<file path="config.mk">
export PLATFORM = sky130hd
export DESIGN_NAME = kalman_pose_fusion_6state
export DESIGN_NICKNAME = d
export VERILOG_FILES = /design/src/rtl/kpf_pkg.sv /design/src/rtl/kpf_gain_div.sv /design/src/rtl/kpf_mul.sv /design/src/rtl/kalman_pose_fusion_6state.sv
export SDC_FILE = /design/constraint.sdc
export NUM_CORES = 2
export LEC_CHECK = 0
export BUFFER_PORTS_ARGS = -buffer_cell sky130_fd_sc_hd__buf_4
export CORE_MARGIN = 3
export CORE_UTILIZATION = 24
export DETAILED_ROUTE_END_ITERATION = 8
export HOLD_SLACK_MARGIN = 0.03
export PLACE_DENSITY_LB_ADDON = 0.15
export RECOVER_POWER = 100
export REMOVE_ABC_BUFFERS = 1
export SLEW_MARGIN = 20
export SYNTH_ARGS = -nofsm -noshare
export SYNTH_HDL_FRONTEND = slang
export SYNTH_SLANG_ARGS = --single-unit
</file>
<file path="constraint.sdc">
create_clock -name clk -period 36.9 [get_ports clk]
set_input_delay 7.38 -clock clk [delete_from_list [all_inputs] [get_ports clk]]
set_output_delay 7.38 -clock clk [all_outputs]
set_load 0.02 [all_outputs]
</file>
<file path="src/rtl/kpf_pkg.sv">
// Package with shared widths, constants and the sequencer state type.
package kpf_pkg;
  localparam int FRAC_BITS = 40;
  localparam int VAR_W = 41;
  localparam int ANG_W = 43;
  localparam int INNOV_W = ANG_W + 1;
  localparam int GAIN_W = FRAC_BITS + 1;
  localparam int PROD_W = INNOV_W + GAIN_W;
  localparam int RES_W = PROD_W - FRAC_BITS;
  localparam int DATA_W = 64;
  localparam int NSTATE = 6;
  localparam int IDX_W = 3;
  localparam int CFG_IDX_W = 8;
  localparam logic [CFG_IDX_W-1:0] REG_PROC_VAR = 8'd0;
  localparam logic [CFG_IDX_W-1:0] REG_MEAS_VAR = 8'd1;
  localparam logic [VAR_W-1:0] PROC_VAR_RST = 41'd10995116;
  localparam logic [VAR_W-1:0] MEAS_VAR_RST = 41'd2749878581;

  typedef enum logic [2:0] {
    ST_IDLE,
    ST_DIV,
    ST_MUL,
    ST_NEXT,
    ST_WAIT,
    ST_READ
  } seq_state_t;
endpackage

</file>
<file path="src/rtl/kpf_gain_div.sv">
// Bit-serial divider that forms the scalar gain q * 2^FRAC_BITS / (q + r).
module kpf_gain_div import kpf_pkg::*; (
  input  logic              clk,
  input  logic              rst_n,
  input  logic              start,
  input  logic [VAR_W-1:0]  q,
  input  logic [VAR_W-1:0]  r,
  output logic              done,
  output logic [GAIN_W-1:0] gain
);
  logic              busy_r, busy_nxt;
  logic              done_r, done_nxt;
  logic [5:0]        cnt_r, cnt_nxt;
  logic [VAR_W:0]    rem_r, rem_nxt;
  logic [VAR_W:0]    div_r, div_nxt;
  logic [GAIN_W-1:0] k_r, k_nxt;
  logic              zero_r, zero_nxt;
  logic [VAR_W:0]    sum;
  logic [VAR_W+1:0]  rem2;
  logic              ge;

  always_comb begin
    sum = {1'b0, q} + {1'b0, r};
    rem2 = {rem_r, 1'b0};
    ge = rem2 >= {1'b0, div_r};
    busy_nxt = busy_r;
    done_nxt = 1'b0;
    cnt_nxt = cnt_r;
    rem_nxt = rem_r;
    div_nxt = div_r;
    k_nxt = k_r;
    zero_nxt = zero_r;
    if (start) begin
      busy_nxt = 1'b1;
      cnt_nxt = '0;
      div_nxt = sum;
      zero_nxt = (sum == '0);
      if ({1'b0, q} >= sum) begin
        rem_nxt = {1'b0, q} - sum;
        k_nxt = GAIN_W'(1);
      end else begin
        rem_nxt = {1'b0, q};
        k_nxt = '0;
      end
    end else if (busy_r) begin
      if (ge) begin
        rem_nxt = (VAR_W+1)'(rem2 - {1'b0, div_r});
      end else begin
        rem_nxt = rem2[VAR_W:0];
      end
      k_nxt = {k_r[GAIN_W-2:0], ge};
      cnt_nxt = cnt_r + 6'd1;
      if (cnt_r == 6'(FRAC_BITS - 1)) begin
        busy_nxt = 1'b0;
        done_nxt = 1'b1;
      end
    end
  end

  always_ff @(posedge clk) begin
    if (!rst_n) begin
      busy_r <= 1'b0;
      done_r <= 1'b0;
      cnt_r <= '0;
    end else begin
      busy_r <= busy_nxt;
      done_r <= done_nxt;
      cnt_r <= cnt_nxt;
    end
    rem_r <= rem_nxt;
    div_r <= div_nxt;
    k_r <= k_nxt;
    zero_r <= zero_nxt;
  end

  assign done = done_r;
  assign gain = zero_r ? '0 : k_r;
endmodule

</file>
<file path="src/rtl/kpf_mul.sv">
// Shift-add multiplier that scales a signed innovation by the gain and floors.
module kpf_mul import kpf_pkg::*; (
  input  logic                     clk,
  input  logic                     rst_n,
  input  logic                     start,
  input  logic signed [INNOV_W-1:0] a,
  input  logic [GAIN_W-1:0]        b,
  output logic                     done,
  output logic signed [RES_W-1:0]  p
);
  logic                     busy_r, busy_nxt;
  logic                     done_r, done_nxt;
  logic [5:0]               cnt_r, cnt_nxt;
  logic signed [PROD_W-1:0] acc_r, acc_nxt;
  logic signed [PROD_W-1:0] sh_r, sh_nxt;
  logic [GAIN_W-1:0]        b_r, b_nxt;

  always_comb begin
    busy_nxt = busy_r;
    done_nxt = 1'b0;
    cnt_nxt = cnt_r;
    acc_nxt = acc_r;
    sh_nxt = sh_r;
    b_nxt = b_r;
    if (start) begin
      busy_nxt = 1'b1;
      cnt_nxt = '0;
      acc_nxt = '0;
      sh_nxt = PROD_W'(a);
      b_nxt = b;
    end else if (busy_r) begin
      if (b_r[0]) begin
        acc_nxt = acc_r + sh_r;
      end
      sh_nxt = sh_r <<< 1;
      b_nxt = b_r >> 1;
      cnt_nxt = cnt_r + 6'd1;
      if (cnt_r == 6'(GAIN_W - 1)) begin
        busy_nxt = 1'b0;
        done_nxt = 1'b1;
      end
    end
  end

  always_ff @(posedge clk) begin
    if (!rst_n) begin
      busy_r <= 1'b0;
      done_r <= 1'b0;
      cnt_r <= '0;
    end else begin
      busy_r <= busy_nxt;
      done_r <= done_nxt;
      cnt_r <= cnt_nxt;
    end
    acc_r <= acc_nxt;
    sh_r <= sh_nxt;
    b_r <= b_nxt;
  end

  assign done = done_r;
  assign p = acc_r[PROD_W-1:FRAC_BITS];
endmodule

</file>
<file path="src/rtl/kalman_pose_fusion_6state.sv">
// Top level of the six-state pose fusion filter with its estimate memory.
// Usage:
// The input channel (in_valid/in_ready) takes one fusion tick: odometry pose
// and inertial angles. The result channel (out_valid/out_ready) returns the
// six fused estimates of that tick. The configuration channel (cfg_valid,
// cfg_ready, cfg_index, cfg_data) writes the process variance (index 0) and
// the measurement variance (index 1); it is always ready.
// A tick runs the gain divider and one shift-add multiply for each angle,
// then reads the six estimates from memory.
// One item is in work at a time; a new transfer is taken once the previous
// item has reached the output register, even while that result still waits.
// If the receiver stalls, the result holds on the output ports and the
// next item waits before its readout until the output register is free.
// Reset, synchronous and active low, restores the default variances and
// clears all handshake state.
module kalman_pose_fusion_6state import kpf_pkg::*; (
  input  logic                      clk,
  input  logic                      rst_n,
  input  logic                      in_valid,
  output logic                      in_ready,
  input  logic signed [DATA_W-1:0]  in_odom_x,
  input  logic signed [DATA_W-1:0]  in_odom_y,
  input  logic signed [DATA_W-1:0]  in_odom_z,
  input  logic signed [ANG_W-1:0]   in_odom_roll,
  input  logic signed [ANG_W-1:0]   in_odom_pitch,
  input  logic signed [ANG_W-1:0]   in_odom_yaw,
  input  logic signed [ANG_W-1:0]   in_imu_roll,
  input  logic signed [ANG_W-1:0]   in_imu_pitch,
  input  logic signed [ANG_W-1:0]   in_imu_yaw,
  output logic                      out_valid,
  input  logic                      out_ready,
  output logic signed [DATA_W-1:0]  out_est_x,
  output logic signed [DATA_W-1:0]  out_est_y,
  output logic signed [DATA_W-1:0]  out_est_z,
  output logic signed [DATA_W-1:0]  out_est_roll,
  output logic signed [DATA_W-1:0]  out_est_pitch,
  output logic signed [DATA_W-1:0]  out_est_yaw,
  input  logic                      cfg_valid,
  output logic                      cfg_ready,
  input  logic [CFG_IDX_W-1:0]      cfg_index,
  input  logic [VAR_W-1:0]          cfg_data
);
  seq_state_t state_r, state_nxt;
  logic [VAR_W-1:0]  q_r, r_r;
  logic [DATA_W-1:0] pos_r [3];
  logic [ANG_W-1:0]  oang_r [3];
  logic [ANG_W-1:0]  iang_r [3];
  logic [DATA_W-1:0] est_mem [NSTATE];
  logic [DATA_W-1:0] rd_data_r;
  logic [DATA_W-1:0] out_r [NSTATE];
  logic              out_valid_r, out_valid_nxt;
  logic [IDX_W-1:0]  cnt_r, cnt_nxt;
  logic              div_start, div_done, mul_start, mul_done;
  logic [GAIN_W-1:0] gain;
  logic signed [INNOV_W-1:0] innov;
  logic signed [RES_W-1:0]   mprod;
  logic              we;
  logic [IDX_W-1:0]  waddr, raddr;
  logic [DATA_W-1:0] wdata;
  logic              cap;
  logic [1:0]        aidx;

  assign cfg_ready = 1'b1;
  assign in_ready = (state_r == ST_IDLE);
  assign aidx = (state_r == ST_DIV) ? 2'd0 : cnt_r[1:0];
  assign innov = INNOV_W'($signed(iang_r[aidx])) - INNOV_W'($signed(oang_r[aidx]));

  kpf_gain_div u_div (
    .clk(clk), .rst_n(rst_n), .start(div_start), .q(q_r), .r(r_r),
    .done(div_done), .gain(gain)
  );

  kpf_mul u_mul (
    .clk(clk), .rst_n(rst_n), .start(mul_start), .a(innov), .b(gain),
    .done(mul_done), .p(mprod)
  );

  always_comb begin
    state_nxt = state_r;
    cnt_nxt = cnt_r;
    out_valid_nxt = out_valid_r;
    div_start = 1'b0;
    mul_start = 1'b0;
    we = 1'b0;
    waddr = cnt_r;
    wdata = pos_r[cnt_r[1:0]];
    raddr = cnt_r;
    cap = 1'b0;
    if (out_valid_r && out_ready) begin
      out_valid_nxt = 1'b0;
    end
    case (state_r)
      ST_IDLE: begin
        if (in_valid) begin
          div_start = 1'b1;
          cnt_nxt = '0;
          state_nxt = ST_DIV;
        end
      end
      ST_DIV: begin
        if (cnt_r < IDX_W'(3)) begin
          we = 1'b1;
          cnt_nxt = cnt_r + IDX_W'(1);
        end
        if (div_done) begin
          cnt_nxt = '0;
          mul_start = 1'b1;
          state_nxt = ST_MUL;
        end
      end
      ST_MUL: begin
        if (mul_done) begin
          we = 1'b1;
          waddr = cnt_r + IDX_W'(3);
          wdata = DATA_W'($signed(oang_r[aidx])) + DATA_W'(mprod);
          if (cnt_r == IDX_W'(2)) begin
            cnt_nxt = '0;
            state_nxt = ST_WAIT;
          end else begin
            cnt_nxt = cnt_r + IDX_W'(1);
            state_nxt = ST_NEXT;
          end
        end
      end
      ST_NEXT: begin
        mul_start = 1'b1;
        state_nxt = ST_MUL;
      end
      ST_WAIT: begin
        if (!out_valid_r) begin
          cnt_nxt = '0;
          state_nxt = ST_READ;
        end
      end
      ST_READ: begin
        if (cnt_r != '0) begin
          cap = 1'b1;
        end
        if (cnt_r == IDX_W'(NSTATE)) begin
          out_valid_nxt = 1'b1;
          state_nxt = ST_IDLE;
        end else begin
          cnt_nxt = cnt_r + IDX_W'(1);
        end
      end
      default: begin
        state_nxt = ST_IDLE;
      end
    endcase
  end

  always_ff @(posedge clk) begin
    if (!rst_n) begin
      state_r <= ST_IDLE;
      cnt_r <= '0;
      out_valid_r <= 1'b0;
      q_r <= PROC_VAR_RST;
      r_r <= MEAS_VAR_RST;
    end else begin
      state_r <= state_nxt;
      cnt_r <= cnt_nxt;
      out_valid_r <= out_valid_nxt;
      if (cfg_valid && cfg_index == REG_PROC_VAR) begin
        q_r <= cfg_data;
      end
      if (cfg_valid && cfg_index == REG_MEAS_VAR) begin
        r_r <= cfg_data;
      end
    end
  end

  always_ff @(posedge clk) begin
    if (in_valid && in_ready) begin
      pos_r[0] <= in_odom_x;
      pos_r[1] <= in_odom_y;
      pos_r[2] <= in_odom_z;
      oang_r[0] <= in_odom_roll;
      oang_r[1] <= in_odom_pitch;
      oang_r[2] <= in_odom_yaw;
      iang_r[0] <= in_imu_roll;
      iang_r[1] <= in_imu_pitch;
      iang_r[2] <= in_imu_yaw;
    end
  end

  always_ff @(posedge clk) begin
    if (we) begin
      est_mem[waddr] <= wdata;
    end
    rd_data_r <= est_mem[raddr];
  end

  always_ff @(posedge clk) begin
    if (cap) begin
      out_r[cnt_r - IDX_W'(1)] <= rd_data_r;
    end
  end

  assign out_valid = out_valid_r;
  assign out_est_x = out_r[0];
  assign out_est_y = out_r[1];
  assign out_est_z = out_r[2];
  assign out_est_roll = out_r[3];
  assign out_est_pitch = out_r[4];
  assign out_est_yaw = out_r[5];
endmodule
</file>
Word-level counts from Yosys, hierarchy flattened
Memories as Yosys holds them, arrays and structs flattened. A register that Yosys moved wholly into a read port is not among the register bits.
Cells that the tools add are included.
- flip-flop bits (word level): 442
- bits of input ports: 504
- bits in writable memories: 1218
- memories kept: 5
- output and inout bits: 387
- $lt $le $gt $ge: 3
- $add $sub $neg: 11
- reduce and logical (&&, ||, !) cells: 18
- bitwise operators: 3
- eq/ne operators: 17
- muxes and demuxes: 60
- memory list (name ; depth ; width ; rd ports ; clocked after Yosys merged registers in ; wr ports ; RTL line ; text):
    est_mem ; 6 ; 64 ; 1 ; 1 ; 1 ; kalman_pose_fusion_6state.sv:48 ; logic [DATA_W-1:0] est_mem [NSTATE];
    out_r ; 6 ; 64 ; 6 ; 0 ; 1 ; kalman_pose_fusion_6state.sv:50 ; logic [DATA_W-1:0] out_r [NSTATE];
    pos_r ; 3 ; 64 ; 1 ; 1 ; 3 ; kalman_pose_fusion_6state.sv:45 ; logic [DATA_W-1:0] pos_r [3];
    iang_r ; 3 ; 43 ; 1 ; 0 ; 3 ; kalman_pose_fusion_6state.sv:47 ; logic [ANG_W-1:0] iang_r [3];
    oang_r ; 3 ; 43 ; 1 ; 0 ; 3 ; kalman_pose_fusion_6state.sv:46 ; logic [ANG_W-1:0] oang_r [3];
- operators with widths (operator ; number):
    $mux 41 ; 5
    $mux 85 ; 2
    $mux 42 ; 4
    $mux 64 ; 2
    $add 85x85->85 ; 1
    $add 43x45->46 ; 1
    $mux 3 ; 15
    $sub 43x43->44 ; 1
    $ge 43x42->1 ; 1
    $add 41x41->42 ; 1
    $ge 41x42->1 ; 1
    $logic_not 42->1 ; 1
    $sub 41x42->42 ; 1
    $sub 42x42->42 ; 1
    $mux 1 ; 25
    $pmux 3 s6 ; 1
    $pmux 3 s5 ; 1
    $add 6x1->6 const B ; 2
    $eq 6x6->1 const B ; 2
    $eq 3x2->1 const B ; 3
    $eq 3x3->1 const B ; 3
    $eq 8x1->1 const B ; 1
    $logic_not 8->1 ; 1
    $ne 2x2->1 const B ; 4
    other kinds (20) ; 32

Depth between registers and ports, before layout
- depth after elaboration: 6
- gate-level depth with buffers: 26
- gate-level depth less buffers: 23

Cells and area by module
A second synthesis with hierarchy kept.
- cell total of the unflattened synthesis: 6391
- area total of the unflattened synthesis: 79560.1 um^2
- by module, submodules not included (module ; cells an instance ; area an instance (um^2) ; instances):
    kalman_pose_fusion_6state ; 3331 ; 52655.5 ; 1
    kpf_mul ; 1528 ; 13822.0 ; 1
    kpf_gain_div ; 1532 ; 13082.5 ; 1

Worst setup path before layout
OpenSTA, ideal clock, no wires.
- path kind: input port to flip-flop
- start: input in_valid
- end: memory iang_r[0][0], enable pin
- data required time: 35.850 ns
- slack: 14.787 ns
- stages on the path: 3
- data arrival time: 21.063 ns
- path through: nand2_1 inv_2 clkbuf_1
- RTL lines (element ; RTL line ; text):
    start, declared ; kalman_pose_fusion_6state.sv:19 ; input logic in_valid,
    end, declared ; kalman_pose_fusion_6state.sv:47 ;

==> results.json <==
{
  "status": "finished with violations",
  "violations": "max-capacitance violations, max-slew violations",
  "power.switching_w": 0.001245,
  "start_util": 0.2419,
  "wl_per_cell_um": 21.42,
  "antenna_found_initial": 36,
  "power_per_cell_area_nw_per_um2": 51.11,
  "clk_latency_ns": 0.90,
  "fmax_ghz": 0.05333,
  "clkSinkCount": 1726,
  "hpwl_um": 180500,
  "grt_overflow": 0,
  "vdd.ir_drop.worst_v": 0.00003881,
  "synth-edff-count": 1470,
  "drv_slew": 2492,
  "core_sq_um": 325000,
  "hold_violations": 0,
  "cts_root_buf": "clkbuf_16",
  "htree_levels": 4,
  "port_buffers": 889,
  "antenna_left": 0,
  "cp_max_fo": 84,
  "grt_start_max_net_pins": 86,
  "die_area_sq_um": 334500,
  "criticalPathCategory": "in -> reg",
  "crit_arrival_ns": 18.69,
  "place_area_sq_um": 90360,
  "async_flop_share": 0,
  "period_minus_slack_ns": 18.75,
  "syn_inst": 6377,
  "pwr-share-clk": 0.416,
  "setup_viol": 0,
  "route.detailed.drc": 0,
  "worst_pin_slew_ns": 4.857,
  "crit_required_ns": 36.83,
  "p_int_w": 0.003616,
  "rsz0062_at_grt": "no",
  "leakage_nw": 34.91,
  "first_pass_iters": 5,
  "grt.total_usage": 0.1438,
  "endpoint_kind": "register",
  "tns_ns": 0,
  "ys_seq_elements": 1726,
  "dominantRegCellSynth": "edfxtp_1",
  "drive_gt1_frac": 0.1208,
  "gp_congestion": 0.8167,
  "area.growth.synth_to_final_pct": 20.98,
  "yosysSeqAreaShare": 0.6267,
  "hold_class": "reg -> reg",
  "p_seq_frac": 0.469,
  "fin_nets": 8065,
  "combPwrFrac": 0.115,
  "clock_tree.buffer_depth": 4,
  "grt_pass1_vias": 53380,
  "vias_per_cell": 4.500,
  "cts_setup_buffers": 0,
  "cts_resized": 0,
  "routed_wl_um": 252100,
  "grt_pass1_wl_um": 361600,
  "num_rows": 209,
  "pin_count": 891,
  "finalCritPeriodShare": 0.5082,
  "cts_tree": "yes",
  "yosysUniqueCellTypes": 93,
  "path_clk_slew_ns": 0.05,
  "fin_skew_ns": 0.1075,
  "slew_headroom": -2.238,
  "yosys_warnings": 0,
  "cts_made_buffers": 207,
  "fp.dieW_um": 578.3,
  "max-cap-violations": 53,
  "via_count": 52960,
  "syn_area_sq_um": 78620,
  "cp-start-kind": "input pin",
  "fp.dieH_um": 578.3,
  "finalInstanceArea_sq_um": 95120,
  "p_sw_frac": 0.2561,
  "drt_iter0_drc": 3471,
  "synthesis.area_per_instance_sq_um": 12.33,
  "ctsHoldBuffers": 0
}
-- metal layers --
metal | part of all wire | global-route usage | wire length (um) | vias to the layer above
met3 | 0.055 | 0.02240 | 13840 | 279
met1 | 0.45 | 0.1919 | 113600 | 25810
met5 | 0.00011 | 0 | 28 | -
met2 | 0.47 | 0.2425 | 119000 | 1393
met4 | 0.023 | 0.03657 | 5704 | 4
li1 | - | - | - | 25480
-- state kept, by name, indices dropped and copies added, names as in the netlist, 42 cells and up, named ones only --
register / count
est_mem: 384
out_r: 384
pos_r: 192
iang_r: 129
oang_r: 129
u_mul.acc_r: 85
u_mul.sh_r: 85
rd_data_r: 64
u_div.div_r: 42
u_div.rem_r: 42
-- cells by family (layout without fill, tap and decap cells) --
group	count (synthesis)	count (layout)	share of synthesized area
buffers and inverters	513	1562	0.02500
adder cells (fa/ha/maj)	310	310	0.04984
multiplexers	301	301	0.04854
flip-flops	1726	1726	0.6267
AO/OA/AOI/OAI	1573	1573	0.1238
AND/OR/NAND/NOR	1706	1706	0.09854
XOR/XNOR	247	247	0.02752
other	1	20	0.00004770
-- Yosys cell counts, types with 45 or more instances --
| library cell | instances | area, sq um |
|---|---|---|
| a211oi_1 | 65 | 488.0 |
| ha_1 | 302 | 3779 |
| xor2_1 | 108 | 945.9 |
| a31oi_1 | 47 | 294.0 |
| o21a_1 | 89 | 668.1 |
| mux2i_1 | 235 | 2352 |
| nand2_1 | 833 | 3127 |
| clkbuf_1 | 235 | 882.1 |
| nand3b_1 | 45 | 337.8 |
| inv_1 | 224 | 840.8 |
| nand3_1 | 116 | 580.6 |
| o21ai_0 | 460 | 2302 |
| edfxtp_1 | 1470 | 44140 |
| xnor2_1 | 139 | 1217 |
| a21boi_0 | 69 | 518.0 |
| a21oi_1 | 446 | 2232 |
| dfxtp_1 | 256 | 5125 |
| a21o_1 | 148 | 1111 |
| nor3_1 | 62 | 310.3 |
| mux4_2 | 64 | 1441 |
| and2_1 | 64 | 400.4 |
| nand4_1 | 68 | 425.4 |
| nor2_1 | 315 | 1182 |
-- layout by cell type, fill, tap and decap left out, drive strengths merged, types with 82 or more instances in the layout --
cell type,count
a21oi,447
clkbuf,1138
clkinv,82
o21ai,465
a21o,148
xor2,108
nand3,116
inv,239
ha,302
edfxtp,1470
xnor2,139
o21a,89
mux2i,235
dfxtp,256
nand2,833
nor2,315
-- power by group through the flow --
stage | clock, W | combinational, W | sequential, W
floorplan | 0 | 0.000374 | 0.00230
global placement | 0 | 0.000566 | 0.00232
detailed placement | 0 | 0.000571 | 0.00232
CTS | 0.00210 | 0.000574 | 0.00228
global route | 0.00217 | 0.000622 | 0.00229
finish | 0.00202 | 0.000558 | 0.00228
-- worst paths after layout --
kind                                  end  slack, ns  cells after the start                    startpoint
max               iang_r[0][30]$_DFFE_PP_      18.15                      6                      in_valid
min          u_mul.acc_r[25]$_SDFFE_PP0P_       0.45                      2  u_mul.acc_r[25]$_SDFFE_PP0P_
max reg2reg      est_mem[2][54]$_DFFE_PP_      21.39                     16         cnt_r[1]$_SDFFE_PN0P_
min reg2reg  u_mul.acc_r[25]$_SDFFE_PP0P_       0.45                      2  u_mul.acc_r[25]$_SDFFE_PP0P_
-- stage by stage --
stage | power [W] | utilization | hold slack, ns | worst slack [ns] | instances
floorplan | 0.002671 | - | 0.4356 | 18.04 | 6089
global placement | 0.002883 | 0.2779 | 0.4423 | 26.09 | 11370
global route | 0.005085 | 0.2925 | 0.4797 | 16.83 | 11760
detailed placement | 0.002887 | 0.2780 | 0.4492 | 26.05 | 11370
CTS | 0.004954 | 0.2987 | 0.4562 | 27.00 | 11750
finish | 0.004861 | 0.2926 | 0.4544 | 18.15 | 11770
-- layout make-up --
class / count / area (sq um)
Inverter: 225 / 847.1
Clock buffer: 256 / 5517
Timing Repair Buffer: 955 / 5363
Tap cell: 4325 / 5411
Clock inverter: 126 / 1204
Antenna cell: 19 / 47.55
Multi-Input combinational cell: 4138 / 27450
Fill cell: 33580 / 229900
Sequential cell: 1726 / 49280
-- worst max-delay path, stage by stage --
cell and delay, ns:
clkbuf_1 0.10, nand2_1 0.06, clkbuf_1 2.27, clkinvlp_2 4.75, clkbuf_1 1.98, clkbuf_1 1.94
Power figures use the tool's default switching activity.
